`config.mk`:
```
export PLATFORM = sky130hd
export DESIGN_NAME = binary_to_decimal_ascii_top
export DESIGN_NICKNAME = d
export VERILOG_FILES = /design/src/rtl/b2da_pkg.sv /design/src/rtl/b2da_cell.sv /design/src/rtl/b2da_chain.sv /design/src/rtl/binary_to_decimal_ascii_top.sv
export SDC_FILE = /design/constraint.sdc
export NUM_CORES = 1
export LEC_CHECK = 0
export ABC_AREA = 1
export CAP_MARGIN = 10
export CORE_MARGIN = 5
export CORE_UTILIZATION = 60
export CTS_CLUSTER_DIAMETER = 50
export DETAILED_ROUTE_END_ITERATION = 6
export DONT_BUFFER_PORTS = 1
export MAX_ROUTING_LAYER = met4
export PLACE_DENSITY = 0.73
export SETUP_SLACK_MARGIN = 0.02
export SLEW_MARGIN = 10
export SYNTH_ARGS = -nofsm -noshare
export SYNTH_HDL_FRONTEND = slang
export SYNTH_SLANG_ARGS = --single-unit
```
`constraint.sdc`:
```
create_clock -name clk -period 3.4 [get_ports clk]
set_input_delay 0.17 -clock clk [delete_from_list [all_inputs] [get_ports clk]]
set_output_delay 0.17 -clock clk [all_outputs]
set_load 0.03 [all_outputs]
```
`src/rtl/b2da_pkg.sv`:
```
// Package for the binary to decimal ASCII converter.
// Shared constants and the control struct of the BCD cell chain; no dependencies.
`default_nettype none

package b2da_pkg;

  localparam int unsigned BinW    = 32;
  localparam int unsigned NumDig  = 10;
  localparam int unsigned DigW    = 4;
  localparam int unsigned CharW   = 8;
  localparam int unsigned BitCntW = $clog2(BinW);
  localparam int unsigned RemW    = $clog2(NumDig + 1);

  localparam logic [BitCntW-1:0] LastBit   = BitCntW'(BinW - 1);
  localparam logic [RemW-1:0]    RemFull   = RemW'(NumDig);
  localparam logic [RemW-1:0]    RemOne    = RemW'(1);

  localparam logic [CharW-1:0]   CharZero  = 8'd48;
  localparam logic [CharW-1:0]   CharLf    = 8'd10;
  localparam logic [CharW-1:0]   CharCr    = 8'd13;

  // Control for every cell of the chain, same cycle.
  typedef struct packed {
    logic clear;       // load zero
    logic shift_bit;   // double-dabble step: adjust, shift one bit up
    logic shift_digit; // move each digit one cell up
  } chain_ctrl_t;

endpackage

`default_nettype wire

```
`src/rtl/b2da_cell.sv`:
```
// One BCD digit cell of the conversion chain.
// Depends on b2da_pkg.
`default_nettype none

module b2da_cell import b2da_pkg::*; (
  input  wire logic              clk,
  input  wire chain_ctrl_t       ctrl,
  input  wire logic              carry_in,
  input  wire logic [DigW-1:0]   digit_in,
  output logic                   carry_out,
  output logic      [DigW-1:0]   digit
);

  logic [DigW-1:0] digit_r;
  logic [DigW-1:0] digit_nxt;
  logic [DigW-1:0] adj;

  // add 3 when >= 5 so the shift carries into the next decade
  assign adj       = (digit_r >= DigW'(5)) ? digit_r + DigW'(3) : digit_r;
  assign carry_out = adj[DigW-1];
  assign digit     = digit_r;

  always_comb begin
    priority if (ctrl.clear) begin
      digit_nxt = '0;
    end else if (ctrl.shift_bit) begin
      digit_nxt = {adj[DigW-2:0], carry_in};
    end else if (ctrl.shift_digit) begin
      digit_nxt = digit_in;
    end else begin
      digit_nxt = digit_r;
    end
  end

  always_ff @(posedge clk) begin
    digit_r <= digit_nxt;
  end

endmodule

`default_nettype wire

```
`src/rtl/b2da_chain.sv`:
```
// Row of BCD cells; bits enter at the low cell, digits leave from the high cell.
// Depends on b2da_pkg and b2da_cell.
`default_nettype none

module b2da_chain import b2da_pkg::*; (
  input  wire logic            clk,
  input  wire chain_ctrl_t     ctrl,
  input  wire logic            bit_in,
  output logic      [DigW-1:0] top_digit
);

  logic [NumDig-1:0]           carry;
  logic [NumDig-1:0][DigW-1:0] digits;

  for (genvar i = 0; i < NumDig; i++) begin : g_cell
    logic            cin;
    logic [DigW-1:0] din;
    if (i == 0) begin : g_low
      assign cin = bit_in;
      assign din = '0;
    end else begin : g_mid
      assign cin = carry[i-1];
      assign din = digits[i-1];
    end
    b2da_cell u_cell (
      .clk       (clk),
      .ctrl      (ctrl),
      .carry_in  (cin),
      .digit_in  (din),
      .carry_out (carry[i]),
      .digit     (digits[i])
    );
  end

  assign top_digit = digits[NumDig-1];

endmodule

`default_nettype wire

```
`src/rtl/binary_to_decimal_ascii_top.sv`:
```
// Binary to decimal ASCII converter, top level. Depends on b2da_pkg and b2da_chain.
//
// Takes one 32-bit unsigned value per input transaction and emits its decimal
// text as ASCII bytes, most significant digit first, leading zeros dropped
// (zero prints as "0"), followed by LF and then CR; out_last marks the CR.
// One value is handled at a time: in_ready is high only while idle. The value
// is fed MSB first into a row of ten BCD cells (double dabble). Leading zero
// digits are then shifted out of the top cell, one per cycle. Each digit, LF
// and CR go out through a single output register, one byte per cycle when
// out_ready is held high. Per value: the accept step, the conversion steps,
// then the ten digit positions (the skipped leading zeros, a step to leave
// the skip state, the printed digits), then LF and CR. A stalled out_ready
// holds the digit, LF and CR steps. The next value may be accepted while the
// CR still waits in the output register.
`default_nettype none

module binary_to_decimal_ascii_top import b2da_pkg::*; (
  input  wire logic             clk,
  input  wire logic             rst_n,
  input  wire logic             in_valid,
  output logic                  in_ready,
  input  wire logic [BinW-1:0]  in_value,
  output logic                  out_valid,
  input  wire logic             out_ready,
  output logic      [CharW-1:0] out_char_code,
  output logic                  out_last
);

  localparam logic [2:0] ST_IDLE  = 3'd0;
  localparam logic [2:0] ST_CONV  = 3'd1;
  localparam logic [2:0] ST_SKIP  = 3'd2;
  localparam logic [2:0] ST_DIGIT = 3'd3;
  localparam logic [2:0] ST_LF    = 3'd4;
  localparam logic [2:0] ST_CR    = 3'd5;

  logic [2:0]         state_r,  state_nxt;
  logic [BinW-1:0]    bin_r,    bin_nxt;
  logic [BitCntW-1:0] cnt_r,    cnt_nxt;
  logic [RemW-1:0]    rem_r,    rem_nxt;
  logic               out_valid_r, out_valid_nxt;
  logic [CharW-1:0]   out_char_r,  out_char_nxt;
  logic               out_last_r,  out_last_nxt;

  logic               out_free;
  logic               load;
  logic               skip_go;
  logic [DigW-1:0]    top_digit;
  chain_ctrl_t        ctrl;

  assign out_free = !out_valid_r || out_ready;
  assign in_ready = (state_r == ST_IDLE);
  // drop a leading zero, but always keep the units digit
  assign skip_go  = (top_digit == '0) && (rem_r != RemOne);

  b2da_chain u_chain (
    .clk       (clk),
    .ctrl      (ctrl),
    .bit_in    (bin_r[BinW-1]),
    .top_digit (top_digit)
  );

  always_comb begin
    state_nxt         = state_r;
    bin_nxt           = bin_r;
    cnt_nxt           = cnt_r;
    rem_nxt           = rem_r;
    load              = 1'b0;
    out_char_nxt      = out_char_r;
    out_last_nxt      = out_last_r;
    ctrl.clear        = 1'b0;
    ctrl.shift_bit    = 1'b0;
    ctrl.shift_digit  = 1'b0;

    unique case (state_r)
      ST_IDLE: begin
        if (in_valid) begin
          bin_nxt    = in_value;
          cnt_nxt    = '0;
          ctrl.clear = 1'b1;
          state_nxt  = ST_CONV;
        end
      end
      ST_CONV: begin
        ctrl.shift_bit = 1'b1;
        bin_nxt        = {bin_r[BinW-2:0], 1'b0};
        cnt_nxt        = cnt_r + BitCntW'(1);
        if (cnt_r == LastBit) begin
          rem_nxt   = RemFull;
          state_nxt = ST_SKIP;
        end
      end
      ST_SKIP: begin
        if (skip_go) begin
          ctrl.shift_digit = 1'b1;
          rem_nxt          = rem_r - RemW'(1);
        end else begin
          state_nxt = ST_DIGIT;
        end
      end
      ST_DIGIT: begin
        if (out_free) begin
          load             = 1'b1;
          out_char_nxt     = CharZero | CharW'(top_digit);
          out_last_nxt     = 1'b0;
          ctrl.shift_digit = 1'b1;
          rem_nxt          = rem_r - RemW'(1);
          if (rem_r == RemOne) begin
            state_nxt = ST_LF;
          end
        end
      end
      ST_LF: begin
        if (out_free) begin
          load         = 1'b1;
          out_char_nxt = CharLf;
          out_last_nxt = 1'b0;
          state_nxt    = ST_CR;
        end
      end
      ST_CR: begin
        if (out_free) begin
          load         = 1'b1;
          out_char_nxt = CharCr;
          out_last_nxt = 1'b1;
          state_nxt    = ST_IDLE;
        end
      end
      default: begin
        state_nxt = ST_IDLE;
      end
    endcase

    if (load) begin
      out_valid_nxt = 1'b1;
    end else if (out_ready) begin
      out_valid_nxt = 1'b0;
    end else begin
      out_valid_nxt = out_valid_r;
    end
  end

  always_ff @(posedge clk) begin
    if (!rst_n) begin
      state_r     <= ST_IDLE;
      out_valid_r <= 1'b0;
    end else begin
      state_r     <= state_nxt;
      out_valid_r <= out_valid_nxt;
    end
  end

  always_ff @(posedge clk) begin
    bin_r      <= bin_nxt;
    cnt_r      <= cnt_nxt;
    rem_r      <= rem_nxt;
    out_char_r <= out_char_nxt;
    out_last_r <= out_last_nxt;
  end

  assign out_valid     = out_valid_r;
  assign out_char_code = out_char_r;
  assign out_last      = out_last_r;

endmodule

`default_nettype wire

```
==> run_results.csv, run 1 <==
group,metric,value,unit
finish,area_growth_syn_to_layout,10.4,%
finish,drive_above_1_share,5.04,%
routing,drt-total-wl,11000,µm
synth,yosys-top-cells-count,"nand2_1, nor2_1, inv_1, o21ai_0, edfxtp_1",
status,run_status,"finished clean",
synth,yosys.area.top_type,"edfxtp_1",
grt,grt_pass1_vias,4360,
routing,drc,0,
routing,drtAntennaViolNets,0,
floorplanning,die_h,103,µm
routing,firstDrtPassIters,4,
timing,hold_slack,0.0132,ns
timing,drv_slew,0,
floorplanning,start_util,60.6,%
timing,fmax,0.485,GHz
setup_path,start_kind,"register",
placement,port-buffer-count,0,
setup_path,cp_data_arrival_time,2.32,ns
power_and_ir_drop,power,5.42,mW
timing,post-route-min-period,2.06,ns
grt,grt_max_degree,70,
floorplanning,die_width,103,µm
synth,synth_cell_types,33,
floorplanning,dieArea,0.0106,mm²
routing,wl_per_cell,13.1,µm
timing,finalCritPeriodShare,60.6,%
grt,grt_pass1_wl,19100,µm
finish,diodes,0,
routing,detail_route.vias_per_cell,5.41,
floorplanning,rows,34,
flow_run,maxCapViolations,0,
setup_path,slowest_stage,"dfxtp_1",
power_and_ir_drop,vdd_drop_max,412,µV
clocking,path_clk_slew,0.10,ns
clocking,cts_resized,0,
setup_path,crit_type,"reg2reg",
routing,vias,4554,
synth,syn_area,0.00521,mm²
floorplanning,core_area,0.00859,mm²
grt,grt.overflow.total,0,
synth,synth.area.top_cells,"edfxtp_1, dfxtp_1, nand2_1",
finish,finalNetCount,789,
clocking,clk_latency,0.36,ns
setup_path,cp_cell_sequence,"nand2_1, nor2_4, buf_4, nand2_1, o21ai_0, nand2_1, nand2_1, nor2_1",
synth,yosys_warnings,0,
synth,syn_inst,708,
synth,synthArstFlopShare,0,%
synth,synth-main-ff-cell,"edfxtp_1",
timing,rsz0062_at_grt,"false",
synth,synth-edff-count,47,
setup_path,worst-path-max-fanout,69,
setup_path,path_common_cell,"nand2_1",
synth,ys_ff_latch,91,
placement,dp.final_hpwl,7060,µm
hold_path,min_path_type,"in2reg",
power_and_ir_drop,p_leak,2.62,nW
setup_path,critPathTopFamily,"simple AND/OR/NAND/NOR gates",
setup_path,max_stage_delay,0.56,ns
placement,pre_cts_slack,1.36,ns
routing,drt_iter0_markers,194,
timing,tightest_slew,0.959,ns
timing,setup_viol_count_final,0,
synth,yosysTopAreaCellShare,27.1,%
clocking,cts_buffers,9,
timing,slew_headroom,36.0,%
clocking,clockBufferDepth,2,
clocking,clock-sinks,91,
synth,syn_avg_cell_area,7.36,µm²
floorplanning,pin_count,47,
timing,hold_violations,0,
grt,grt_usage,23.0,%
timing,setup_slack,1.34,ns
timing,skew,0.00999,ns
clocking,cts_tree,"yes",
clocking,clock-root-buffer,"clkbuf_8",
setup_path,critPathBufInv,1,
timing,fin_tns_setup,0,ns
synth,ys_seq_area_share,44.0,%
setup_path,cp.required,3.66,ns
finish,post-route-util,66.9,%
setup_path,critPathCaptureType,"register",
grt,antenna_found_initial,0,
clocking,htreeDepth,3,
synth,synthMostInstantiatedCell,"nand2_1",
placement,gp_congestion,0.856,
power_and_ir_drop,p_per_area,943,mW/mm²
setup_path,reg2reg_slack,1.34,ns
[worst paths after layout]
kind / cells after the start / start / endpoint
hold / removal: 2 / in_value[18] / bin_r[18]
setup reg to reg: 8 / state_r[0] / u_chain.g_cell[3].u_cell.digit[1]
setup / recovery: 8 / state_r[0] / u_chain.g_cell[3].u_cell.digit[1]
hold reg to reg: 2 / u_chain.g_cell[9].u_cell.digit[1] / u_chain.g_cell[9].u_cell.digit[1]
[per-stage QoR]
step,instance area [µm²],cells
after floorplan,5210,709
after global placement,5220,795
after detailed placement,5220,795
after CTS,5750,842
after global routing,5750,842
final,5750,842
[cell type report]
type	instances	area (µm²)
inverter	74	285
timing repair buffer	37	355
multi-input combinational	516	2460
sequential	91	2290
clock buffer	10	128
tap	108	135
clock inverter	6	87.6
fill	730	2850
[placed cells by master, fill, tap and decap left out, drive strengths merged]
cell type and count:
o22ai 3, xnor2 1, buf 6, dfxtp 44
nand2 237, edfxtp 47, dlygate4sd3 31, conb 2
o21bai 1, inv 76, clkinv 2, nand3 44
ha 24, bufinv 2, a21oi 22, o211ai 12
clkbuf 10, nand4 11, xor2 1, o21ai 61
nor3b 1, nor2 96
[where the power goes]
part           leakage, nW  internal (mW)  switching, mW
combinational         1.69          0.817           1.66
sequential           0.817           1.76          0.365
clock                0.111          0.418          0.399
total                 2.62           3.00           2.42
[flip-flops by register name, summed over array words and instances, names as in the netlist]
| register | cells |
|---|---|
| cnt_r | 5 |
| out_char_code | 5 |
| out_valid | 1 |
| out_last | 1 |
| u_chain.g_cell.u_cell.digit | 40 |
| rem_r | 4 |
| bin_r | 32 |
| state_r | 3 |
[per-layer routing]
metal / GRT usage (%) / vias to the layer above / wire (µm)
met2: 37.0 / 106 / 5340
li1: - / 2325 / -
met1: 29.0 / 2113 / 5090
met3: 4.80 / 10 / 474
met4: 7.67 / 0 / 121
met5: - / - / 0
[cell families (layout without fill, tap and decap cells)]
logic type,Yosys count,count (layout),synth area share [%]
other,1,2,0.0720
DFF,91,91,44.0
buffers and inverters,102,127,8.82
xor gates and xnor gates,2,2,0.336
AOI/OAI and AO/OA,99,99,10.4
and+or+nand+nor,389,389,30.6
adders and majority gates,24,24,5.77
[repair_timing]
action / CTS / global route
buffers inserted: 0 / 0
hold buffers: 31 / 0
setup endpoints to repair: 0 / 0
hold endpoints to repair: 34 / 0
No activity file was read; power rests on OpenSTA's default activity.
==> inputs of run 2 (changes only) <==
==> constraint.sdc (replaced) <==
create_clock -name clk -period 2.05 [get_ports clk]
set_input_delay 0.1025 -clock clk [delete_from_list [all_inputs] [get_ports clk]]
set_output_delay 0.1025 -clock clk [all_outputs]
set_load 0.03 [all_outputs]
==> run 2 against run 1 <==
Compared with the run above: non-clock buffer count up 9; core utilization up 1.6 points; final cell count up 1.1%; total power up 71%; highest routed layer unchanged; design area up 2.4%; first-iteration DRC count up 77%; critical path depth up 2; via count up 0.11%; largest cell class unchanged.
==> run_results.csv, run 2 (synthesized netlist as in run 1, its figures left out) <==
group,metric,value,unit
clocking,htreeDepth,3,
grt,grt_max_degree,42,
flow_run,maxCapViolations,0,
setup_path,start_kind,"register",
setup_path,cp.required,2.31,ns
placement,gp_congestion,0.952,
setup_path,cp_data_arrival_time,2.07,ns
floorplanning,die_h,103,µm
clocking,cts_tree,"yes",
floorplanning,core_area,0.00859,mm²
finish,fill_cells,688,
finish,multi_input_area,0.00247,mm²
grt,antenna_found_initial,0,
finish,area_growth_syn_to_layout,13.0,%
routing,drt-total-wl,10900,µm
routing,drtAntennaViolNets,0,
timing,skew,0.0118,ns
routing,firstDrtPassIters,6,
timing,tightest_slew,0.545,ns
clocking,clk_latency,0.37,ns
timing,finalCritPeriodShare,88.4,%
power_and_ir_drop,p_leak,2.68,nW
setup_path,worst-path-max-fanout,23,
timing,fin_tns_setup,0,ns
floorplanning,pin_count,47,
hold_path,min_path_type,"in2reg",
power_and_ir_drop,vdd_drop_max,826,µV
power_and_ir_drop,p_per_area,1580,mW/mm²
timing,setup_viol_count_final,0,
timing,rsz0062_at_grt,"false",
clocking,clock-sinks,91,
clocking,post_cts_buffers,0,
timing,post-route-min-period,1.81,ns
grt,grt_pass1_wl,19000,µm
routing,wl_met2,5250,µm
floorplanning,dieArea,0.0106,mm²
routing,wl_per_cell,12.9,µm
setup_path,crit_type,"reg2reg",
floorplanning,start_util,60.6,%
status,run_status,"finished clean",
floorplanning,rows,34,
finish,drive_above_1_share,6.19,%
routing,detail_route.vias_per_cell,5.36,
grt,grt_pass1_vias,4283,
routing,drc,0,
routing,top_layer,"met4",
finish,largest_reg_flops,40,
placement,dp.final_hpwl,7210,µm
routing,drt_iter0_markers,343,
finish,post-route-util,68.5,%
timing,fmax,0.552,GHz
clocking,path_clk_slew,0.09,ns
finish,diodes,0,
finish,finalNetCount,798,
placement,port-buffer-count,0,
finish,final_cell_mix,"nand2_1, nor2_1, inv_1, o21ai_0, edfxtp_1",
finish,final_common_cell,"nand2_1",
routing,vias,4559,
timing,slew_headroom,63.7,%
routing,wl_met1,4960,µm
setup_path,critPathCaptureType,"register",
timing,drv_slew,0,
grt,grt_usage,22.8,%
clocking,clockBufferDepth,2,
clocking,clock-root-buffer,"clkbuf_8",
clocking,cts_buffers,9,
grt,grt.overflow.total,0,
routing,wl_met3,520,µm
finish,seq_area,0.00229,mm²
timing,hold_violations,0,
floorplanning,die_width,103,µm
## run 2: cell count changes in the layout (fill, tap and decap cells not counted), sizes merged
cell         before  now
inv              76   75
dlygate4sd3      31   33
clkbuf           10    9
clkinvlp          0    1
buf               6   13
bufinv            2    3
## run 2: layout make-up
class	count	area share, %
clock buffers	9	2.11
repair buffers	46	7.70
multi-input cells	516	41.9
clock inverters	7	2.08
well taps	108	2.30
flip-flops and latches	91	39.0
inverters	74	4.91
## run 2: metal layers
layer	track usage, %	up-vias
met5	-	-
met4	9.06	0
met3	3.92	20
met2	36.6	117
met1	28.5	2081
li1	-	2341
## run 2: path summary, 6_finish.rpt
| check | startpoint | depth (start not counted) | to | slack [ns] |
|---|---|---|---|---|
| worst max-delay path | u_chain.g_cell[9].u_cell.digit[0] | 10 | u_chain.g_cell[2].u_cell.digit[2] | 0.24 |
| worst min-delay path | out_ready | 3 | state_r[2] | 0.03 |
| worst max register to register | u_chain.g_cell[9].u_cell.digit[0] | 10 | u_chain.g_cell[2].u_cell.digit[2] | 0.24 |
| worst min register to register | u_chain.g_cell[9].u_cell.digit[1] | 2 | u_chain.g_cell[9].u_cell.digit[1] | 0.48 |
## run 2: critical path, cell delays in order (launching register included)
cell,delay (ns)
dfxtp_1,0.35
inv_1,0.11
ha_1,0.20
inv_1,0.07
nor2_2,0.19
nand3_4,0.15
nand3_2,0.11
buf_4,0.24
inv_8,0.11
nor2_1,0.13
nor2_1,0.04
## run 2: repair_timing
| item | in CTS | in global routing |
|---|---|---|
| gates resized for setup | 0 | 1 |
| hold buffers | 33 | 0 |
| endpoints found under the hold margin | 36 | 0 |
| endpoints found under the setup margin | 0 | 19 |
## run 2: per-stage QoR
stage	instance area (µm²)	std cells	setup WS (ns)	power [mW]	hold slack, ns
3_5_place_dp	5300	802	0.194	7.74	0.239
4_1_cts	5880	851	0.174	9.30	0.000228
2_1_floorplan	5220	709	0.0715	6.84	0.223
6_report	5880	851	0.238	9.29	0.0334
5_1_grt	5880	851	0.0506	10.2	0.0358
3_3_place_gp	5300	802	0.305	7.55	0.234
## run 2: power breakdown
| group | internal (mW) | switching (mW) | leakage [nW] |
|---|---|---|---|
| sequential | 2.92 | 0.598 | 0.817 |
| clock | 0.821 | 0.679 | 0.123 |
| combinational | 1.48 | 2.79 | 1.74 |
| total | 5.22 | 4.07 | 2.68 |
